<file path="config.mk">
export PLATFORM = sky130hd
export DESIGN_NAME = wav_pcm_stream_parser
export DESIGN_NICKNAME = d
export VERILOG_FILES = /design/src/sv/wavp_pkg.sv /design/src/sv/wavp_core.sv /design/src/sv/wavp_out_buf.sv /design/src/sv/wav_pcm_stream_parser.sv
export SDC_FILE = /design/constraint.sdc
export NUM_CORES = 1
export LEC_CHECK = 0
export BUFFER_PORTS_ARGS = -buffer_cell sky130_fd_sc_hd__buf_2
export CAP_MARGIN = 0
export CORE_MARGIN = 5
export CORE_UTILIZATION = 44
export CTS_CLUSTER_SIZE = 30
export DETAILED_ROUTE_END_ITERATION = 10
export PLACE_DENSITY_LB_ADDON = 0.3
export SLEW_MARGIN = 10
export SYNTH_ARGS = -nofsm -noshare
export SYNTH_HDL_FRONTEND = slang
export SYNTH_HIERARCHICAL = 1
export SYNTH_SLANG_ARGS = --single-unit
</file>
<file path="constraint.sdc">
create_clock -name clk -period 8.3 [get_ports clk]
set_input_delay 0.415 -clock clk [delete_from_list [all_inputs] [get_ports clk]]
set_output_delay 0.415 -clock clk [all_outputs]
set_load 0.02 [all_outputs]
</file>
<file path="src/sv/wavp_pkg.sv">
// ----------------------------------------------------------------------------
// WAV PCM parser package
// Transaction types, tag constants and result codes shared by the parser files.
// ----------------------------------------------------------------------------
`default_nettype none

package wavp_pkg;

  typedef struct packed {
    logic [7:0] data_byte;
    logic       start_of_file;
  } wav_in_t;

  typedef struct packed {
    logic [1:0]         result_kind;
    logic [2:0]         error_code;
    logic [15:0]        num_channels;
    logic [31:0]        sample_rate;
    logic [15:0]        bits_per_sample;
    logic [31:0]        data_bytes;
    logic signed [31:0] sample_value;
    logic [15:0]        channel_index;
    logic [31:0]        frame_index;
    logic               last_sample;
  } wav_out_t;

  // Tags as they sit in the shift register after four bytes (first byte lowest)
  localparam logic [31:0] TAG_RIFF = 32'h4646_4952;
  localparam logic [31:0] TAG_WAVE = 32'h4556_4157;
  localparam logic [31:0] TAG_FMT  = 32'h2074_6D66;
  localparam logic [31:0] TAG_DATA = 32'h6174_6164;

  localparam logic [1:0] KIND_HEADER = 2'd0;
  localparam logic [1:0] KIND_SAMPLE = 2'd1;
  localparam logic [1:0] KIND_ERROR  = 2'd2;

  localparam logic [2:0] ERR_RIFF   = 3'd0;
  localparam logic [2:0] ERR_WAVE   = 3'd1;
  localparam logic [2:0] ERR_FMT    = 3'd2;
  localparam logic [2:0] ERR_DATA   = 3'd3;
  localparam logic [2:0] ERR_FORMAT = 3'd4;

endpackage

`default_nettype wire

</file>
<file path="src/sv/wavp_core.sv">
// ----------------------------------------------------------------------------
// WAV parser core
// Header checks, field capture and sample assembly, one byte per transaction.
// ----------------------------------------------------------------------------
`default_nettype none

module wavp_core (
  input  wire logic             clk,
  input  wire logic             rst,
  input  wire logic             accept,
  input  wire wavp_pkg::wav_in_t item,
  output logic                  push,
  output wavp_pkg::wav_out_t    push_data
);
  import wavp_pkg::*;

  localparam logic [1:0] PH_HEADER = 2'd0;
  localparam logic [1:0] PH_DATA   = 2'd1;
  localparam logic [1:0] PH_DONE   = 2'd2;

  localparam logic [5:0] OFF_RIFF  = 6'd3;
  localparam logic [5:0] OFF_WAVE  = 6'd11;
  localparam logic [5:0] OFF_FMT   = 6'd15;
  localparam logic [5:0] OFF_CHANS = 6'd23;
  localparam logic [5:0] OFF_RATE  = 6'd27;
  localparam logic [5:0] OFF_BITS  = 6'd35;
  localparam logic [5:0] OFF_DATA  = 6'd39;
  localparam logic [5:0] OFF_LAST  = 6'd43;

  logic [1:0]  phase,     phase_next,     c_phase;
  logic [5:0]  hdr_off,   hdr_off_next,   c_off;
  logic [31:0] shift,     shift_next,     c_shift;
  logic [15:0] chans,     chans_next,     c_chans;
  logic [15:0] bits,      bits_next,      c_bits;
  logic [31:0] rate,      rate_next,      c_rate;
  logic [31:0] remaining, remaining_next, c_rem;
  logic [21:0] frame_bytes, frame_bytes_next, c_fbytes;
  logic [1:0]  seen,      seen_next,      c_seen;
  logic [15:0] chan_now,  chan_now_next,  c_chan;
  logic [31:0] frame_now, frame_now_next, c_frame;

  logic [31:0] sh;
  logic [2:0]  per;
  logic [2:0]  seen_inc;
  logic [31:0] rem_dec;
  logic [15:0] chan_inc;
  logic        bits_ok;
  logic [21:0] fbytes_calc;

  always_comb begin
    // A start byte sees cleared state
    c_phase  = item.start_of_file ? PH_HEADER : phase;
    c_off    = item.start_of_file ? '0 : hdr_off;
    c_shift  = item.start_of_file ? '0 : shift;
    c_chans  = item.start_of_file ? '0 : chans;
    c_bits   = item.start_of_file ? '0 : bits;
    c_rate   = item.start_of_file ? '0 : rate;
    c_rem    = item.start_of_file ? '0 : remaining;
    c_fbytes = item.start_of_file ? '0 : frame_bytes;
    c_seen   = item.start_of_file ? '0 : seen;
    c_chan   = item.start_of_file ? '0 : chan_now;
    c_frame  = item.start_of_file ? '0 : frame_now;

    sh          = {item.data_byte, c_shift[31:8]};
    per         = c_bits[5:3];
    seen_inc    = {1'b0, c_seen} + 3'd1;
    rem_dec     = c_rem - 32'd1;
    chan_inc    = c_chan + 16'd1;
    bits_ok     = (c_bits == 16'd8) || (c_bits == 16'd16) ||
                  (c_bits == 16'd24) || (c_bits == 16'd32);
    fbytes_calc = {6'd0, c_chans} * {19'd0, per};

    phase_next       = c_phase;
    hdr_off_next     = c_off;
    shift_next       = c_shift;
    chans_next       = c_chans;
    bits_next        = c_bits;
    rate_next        = c_rate;
    remaining_next   = c_rem;
    frame_bytes_next = c_fbytes;
    seen_next        = c_seen;
    chan_now_next    = c_chan;
    frame_now_next   = c_frame;
    push             = 1'b0;
    push_data        = '0;

    if (c_phase == PH_HEADER) begin
      shift_next   = sh;
      hdr_off_next = c_off + 6'd1;
      case (c_off)
        OFF_RIFF: begin
          if (sh != TAG_RIFF) begin
            push = 1'b1;
            push_data.result_kind = KIND_ERROR;
            push_data.error_code  = ERR_RIFF;
            phase_next = PH_DONE;
          end
        end
        OFF_WAVE: begin
          if (sh != TAG_WAVE) begin
            push = 1'b1;
            push_data.result_kind = KIND_ERROR;
            push_data.error_code  = ERR_WAVE;
            phase_next = PH_DONE;
          end
        end
        OFF_FMT: begin
          if (sh != TAG_FMT) begin
            push = 1'b1;
            push_data.result_kind = KIND_ERROR;
            push_data.error_code  = ERR_FMT;
            phase_next = PH_DONE;
          end
        end
        OFF_CHANS: chans_next = sh[31:16];
        OFF_RATE:  rate_next  = sh;
        OFF_BITS:  bits_next  = sh[31:16];
        OFF_DATA: begin
          if (sh != TAG_DATA) begin
            push = 1'b1;
            push_data.result_kind = KIND_ERROR;
            push_data.error_code  = ERR_DATA;
            phase_next = PH_DONE;
          end
        end
        OFF_LAST: begin
          remaining_next = sh;
          push = 1'b1;
          if ((c_chans == 16'd0) || !bits_ok) begin
            push_data.result_kind = KIND_ERROR;
            push_data.error_code  = ERR_FORMAT;
            phase_next = PH_DONE;
          end else begin
            frame_bytes_next = fbytes_calc;
            phase_next       = PH_DATA;
            seen_next        = '0;
            chan_now_next    = '0;
            frame_now_next   = '0;
            shift_next       = '0;
            push_data.result_kind     = KIND_HEADER;
            push_data.num_channels    = c_chans;
            push_data.sample_rate     = c_rate;
            push_data.bits_per_sample = c_bits;
            push_data.data_bytes      = sh;
          end
        end
        default: ;
      endcase
    end else if (c_phase == PH_DATA) begin
      if (c_rem == 32'd0) begin
        phase_next = PH_DONE;
      end else if ((c_chan == 16'd0) && (c_seen == 2'd0) &&
                   (c_rem < {10'd0, c_fbytes})) begin
        // drop the trailing partial frame
        phase_next = PH_DONE;
      end else begin
        remaining_next = rem_dec;
        if (seen_inc < per) begin
          seen_next  = seen_inc[1:0];
          shift_next = sh;
        end else begin
          seen_next  = '0;
          shift_next = '0;
          push = 1'b1;
          push_data.result_kind   = KIND_SAMPLE;
          push_data.channel_index = c_chan;
          push_data.frame_index   = c_frame;
          case (per)
            3'd1:    push_data.sample_value = {{24{~sh[31]}}, ~sh[31], sh[30:24]};
            3'd2:    push_data.sample_value = {{16{sh[31]}}, sh[31:16]};
            3'd3:    push_data.sample_value = {{8{sh[31]}}, sh[31:8]};
            default: push_data.sample_value = sh;
          endcase
          chan_now_next = chan_inc;
          if (chan_inc >= c_chans) begin
            chan_now_next  = '0;
            frame_now_next = c_frame + 32'd1;
            push_data.last_sample = (rem_dec < {10'd0, c_fbytes});
          end
        end
      end
    end

    // Hold everything when no transaction
    if (!accept) begin
      push = 1'b0;
    end
  end

  always_ff @(posedge clk) begin
    if (rst) begin
      phase       <= PH_HEADER;
      hdr_off     <= '0;
      shift       <= '0;
      chans       <= '0;
      bits        <= '0;
      rate        <= '0;
      remaining   <= '0;
      frame_bytes <= '0;
      seen        <= '0;
      chan_now    <= '0;
      frame_now   <= '0;
    end else if (accept) begin
      phase       <= phase_next;
      hdr_off     <= hdr_off_next;
      shift       <= shift_next;
      chans       <= chans_next;
      bits        <= bits_next;
      rate        <= rate_next;
      remaining   <= remaining_next;
      frame_bytes <= frame_bytes_next;
      seen        <= seen_next;
      chan_now    <= chan_now_next;
      frame_now   <= frame_now_next;
    end
  end

endmodule

`default_nettype wire

</file>
<file path="src/sv/wavp_out_buf.sv">
// ----------------------------------------------------------------------------
// WAV parser result buffer
// Output register plus one skid entry so the input keeps flowing on a stall until the skid entry is occupied.
// ----------------------------------------------------------------------------
`default_nettype none

module wavp_out_buf (
  input  wire logic               clk,
  input  wire logic               rst,
  input  wire logic               push,
  input  wire wavp_pkg::wav_out_t push_data,
  output logic                    full,
  output logic                    result_valid,
  input  wire logic               result_ready,
  output wavp_pkg::wav_out_t      result
);
  import wavp_pkg::*;

  logic     skid_valid;
  wav_out_t skid;
  logic     head_free;

  assign head_free = !result_valid || result_ready;
  assign full      = skid_valid;

  always_ff @(posedge clk) begin
    if (rst) begin
      result_valid <= 1'b0;
      skid_valid   <= 1'b0;
    end else if (head_free) begin
      result_valid <= skid_valid || push;
      skid_valid   <= skid_valid && push;
    end else if (push) begin
      skid_valid <= 1'b1;
    end
  end

  always_ff @(posedge clk) begin
    if (head_free) begin
      if (skid_valid) begin
        result <= skid;
        skid   <= push_data;
      end else begin
        result <= push_data;
      end
    end else if (push) begin
      skid <= push_data;
    end
  end

endmodule

`default_nettype wire

</file>
<file path="src/sv/wav_pcm_stream_parser.sv">
// ----------------------------------------------------------------------------
// WAV PCM stream parser
// Checks a 44-byte WAV header and turns the data chunk into PCM samples.
// ----------------------------------------------------------------------------
// Usage:
//   item channel: one file byte per transaction; start_of_file marks byte 0
//   of a new file and restarts parsing from the header.
//   result channel: a header result or an error after header byte 43 (or an
//   error at the fourth byte of a bad tag), then one sample result per
//   bits_per_sample/8 data bytes, with channel and frame index.
//   Results are registered in the result register, or in the skid entry first
//   while the result register is held. Throughput: one byte per cycle while
//   item_ready is high; the parser core handles every byte as it is accepted.
//   Stall: a result register plus one skid entry hold results; item_ready
//   drops only while both are occupied.
//   Reset: parser returns to the header phase as if a file starts next;
//   pending results are discarded.
// ----------------------------------------------------------------------------
`default_nettype none

module wav_pcm_stream_parser (
  input  wire logic          clk,
  input  wire logic          rst,
  input  wire logic          item_valid,
  output logic               item_ready,
  input  wire wavp_pkg::wav_in_t item,
  output logic               result_valid,
  input  wire logic          result_ready,
  output wavp_pkg::wav_out_t result
);
  import wavp_pkg::*;

  logic     accept;
  logic     push;
  logic     full;
  wav_out_t push_data;

  assign item_ready = !full;
  assign accept     = item_valid && item_ready;

  wavp_core u_core (
    .clk       (clk),
    .rst       (rst),
    .accept    (accept),
    .item      (item),
    .push      (push),
    .push_data (push_data)
  );

  wavp_out_buf u_out_buf (
    .clk          (clk),
    .rst          (rst),
    .push         (push),
    .push_data    (push_data),
    .full         (full),
    .result_valid (result_valid),
    .result_ready (result_ready),
    .result       (result)
  );

endmodule

`default_nettype wire

</file>
==> impl_metrics.csv <==
group,metric,value,unit
setup_path,slowest_delay,0.75,ns
flow_run,drv_cap,0,
synth,ys_top_cells_by_count,"edfxtp_1, nor2_1, nand2_1, dfxtp_1, mux2_4",
floorplanning,row_count,93,
finish,n_antenna_cell,0,
drt,drtPass1Iterations,5,
setup_path,end_kind,"register",
clocking,cts_sinks,566,
drt,drt_iter0_markers,1645,
global_route,met3_usage,0.0318,
global_route,grt_max_degree,110,
outcome,status,"completed",
timing,period_share,0.654,
clocking,cts_max_path_buffers,3,
synth,synthSimpleGateAreaFrac,0.157,
timing,worst_pin_slew,1.20,ns
timing,fin_setup_tns,0,ns
global_route,use_met1,0.284,
floorplanning,die_x,264,um
drt,wirelength,76800,um
finish,syn_to_final_growth,12.6,%
global_route,gr-total-overflow,0,
floorplanning,pin_count,197,
drt,ant_nets,0,
synth,yosysTopAreaCellShare,0.384,
synth,ys.flop_type,"edfxtp_1",
setup_path,setup.worst_path.start_class,"input port",
timing,setup_viol,0,
clocking,clkLatencyLatePin,0.63,ns
floorplanning,initial_core_util,0.443,
clocking,postCtsSetupBuffers,0,
synth,synth_area_leaders,"edfxtp_1, dfxtp_1, mux2_4",
timing,fin_crit,5.43,ns
synth,synth_area_per_cell,11.2,um2
synth,synthDistinctLibCells,95,
clocking,hold_buffers,0,
setup_path,cp.arrival,5.90,ns
synth,synthCells,2553,
synth,synth_top_family_by_area,"simple AND/OR/NAND/NOR gates",
drt,via_per_inst,5.80,
pwr,peakVddDrop,156,uV
clocking,cts_root_buf,"clkbuf_16",
setup_path,worstSetupPathType,"input port to register",
timing,finalMaxSlewViolations,0,
synth,yosys.area_share.adder,0.0461,
clocking,cts_tree,"yes",
drt,drc_errors,0,
synth,yosysWarnings,6,
timing,setup_slack,2.87,ns
finish,drive_gt1_frac,0.205,
floorplanning,die-area,70000,um2
synth,synth_area_leader_cell,"edfxtp_1",
global_route,busiest_layer,"met2",
setup_path,cpMaxStageDelayCell,"o21ai_1",
place,io_buffers,196,
clocking,ctsResizeCount,0,
place,gp_congestion,0.881,
drt,wl_per_cell,21.5,um
floorplanning,die_y,264,um
hold_path,hp-class,"input port to register",
finish,fill_cells,5665,
clocking,clk_pin_slew,0.07,ns
timing,rsz0062_at_grt,"no",
synth,ys_seq_area_frac,0.525,
setup_path,worstPathMaxFanout,52,
timing,slew_headroom,0.201,
synth,muxShareOfSynthArea,0.0961,
synth,ys_ff_latch,566,
floorplanning,fp.coreArea,64300,um2
pwr,leakage,0.0130,uW
global_route,met2_usage,0.356,
drt,num_vias,20800,
synth,synthArstFlopShare,0,
setup_path,path_common_cell,"nand3_1",
clocking,htreeDepth,2,
finish,fin_nets,2784,
timing,clock_skew,0.0410,ns
setup_path,crit_chain,"buf_4 -> clkinv_2 -> nand2_1 -> inv_1 -> ha_1 -> nand3_1 -> nor3_1 -> and3_1 -> nand3_1 -> xor2_1 -> nor2_1 -> ha_1 -> nand4_1 -> o21bai_1 -> a211oi_1 -> o21ai_1 -> nand3_1 -> or4_1 -> nand3_1 -> o211ai_1",
timing,report.final.hold_viol_count,0,
synth,synthesis.area,28500,um2
place,dp_hpwl,52900,um
synth,synth_edf_count,364,
global_route,grt_pass1_vias,20600,
place,place_ws,2.26,ns
synth,synth_most_common_cell,"edfxtp_1",
setup_path,required,8.77,ns
global_route,grt_usage,0.212,
timing,max_freq,184,MHz
finish,multiInputGateArea,12400,um2
global_route,grt_first_pass_wirelength,120000,um
finish,seq_area,15000,um2
pwr,p_per_area,186,nW/um2
synth,synth_compound_area_frac,0.120,
global_route,grt_antenna_before_repair,1,
synth,synth-xor-area-share,0.0138,
clocking,cts_buffers,57,
==> report_power, final <==
part	internal, uW	switching, uW
clock network	1670	1120
logic	50.6	135
registers	2970	18.7
==> routing by layer <==
metal  vias up  part of all wire
li1       9608                 -
met1     10200              0.42
met2       798              0.48
met3       175             0.064
met4         0             0.034
met5         -                 0
==> metrics by stage <==
step,util,power (uW),area (um2),cells,hold WS (ns)
2_1_floorplan,-,3170,28500,2565,0.430
3_3_place_gp,0.467,3230,30000,3471,0.448
3_5_place_dp,0.467,3230,30000,3471,0.453
4_1_cts,0.499,6010,32100,3579,0.140
5_1_grt,0.499,6150,32100,3579,0.155
6_report,0.499,5960,32100,3579,0.176
==> layout by cell type, fill, tap and decap left out, drive strengths merged, types with 43 or more instances in the layout <==
cell	count
edfxtp	364
nor3	45
nand3	43
nor2b	51
mux2	188
a21oi	84
buf	239
a22oi	85
nor2	267
and3	46
clkbuf	72
dfxtp	202
inv	68
nand2	246
ha	81
o21ai	97
and2	75
==> cell type report <==
class / count / share of cell area
Clock inverter: 36 / 0.0157
Inverter: 68 / 0.00815
Sequential cell: 566 / 0.467
Clock buffer: 72 / 0.0481
Timing Repair Buffer: 239 / 0.0408
Tap cell: 855 / 0.0333
Multi-Input combinational cell: 1743 / 0.387
==> final timing paths <==
path                          start                      to  slack, ns  cells after the start
min                             rst    u_core/frame_now[20]       0.18                      2
max                         item[0]    u_core/frame_now[28]       2.87                     20
max reg2reg      u_core/chan_now[0]    u_core/frame_now[28]       3.41                     18
min reg2reg  u_core/frame_bytes[20]  u_core/frame_bytes[20]       0.47                      1
==> worst max-delay path: cells and delay by family <==
family	cells	cell delay (ns)
simple gates	10	2.30
buf+inv	3	1.28
fa+ha+maj	2	0.58
compound gates	4	1.08
xor+xnor	1	0.15
==> cells by family after synthesis <==
| kind of cell | count (synthesis) |
|---|---|
| simple gates | 903 |
| flops | 566 |
| compound gates | 491 |
| buf+inv | 256 |
| mux | 195 |
| fa+ha+maj | 96 |
| xor+xnor | 45 |
| other cells | 1 |
==> registers in the layout, summed over array words and instances, names as in the netlist <==
signal	cells
u_core/phase	2
u_core/frame_bytes	22
u_out_buf/result_valid	1
u_core/bits	16
u_core/frame_now	32
u_out_buf/full	1
u_core/remaining	32
u_core/rate	32
u_core/shift	24
u_out_buf/result	182
u_out_buf/skid	182
u_core/seen	2
u_core/chan_now	16
u_core/hdr_off	6
u_core/chans	16
Power figures use the tool's default switching activity.
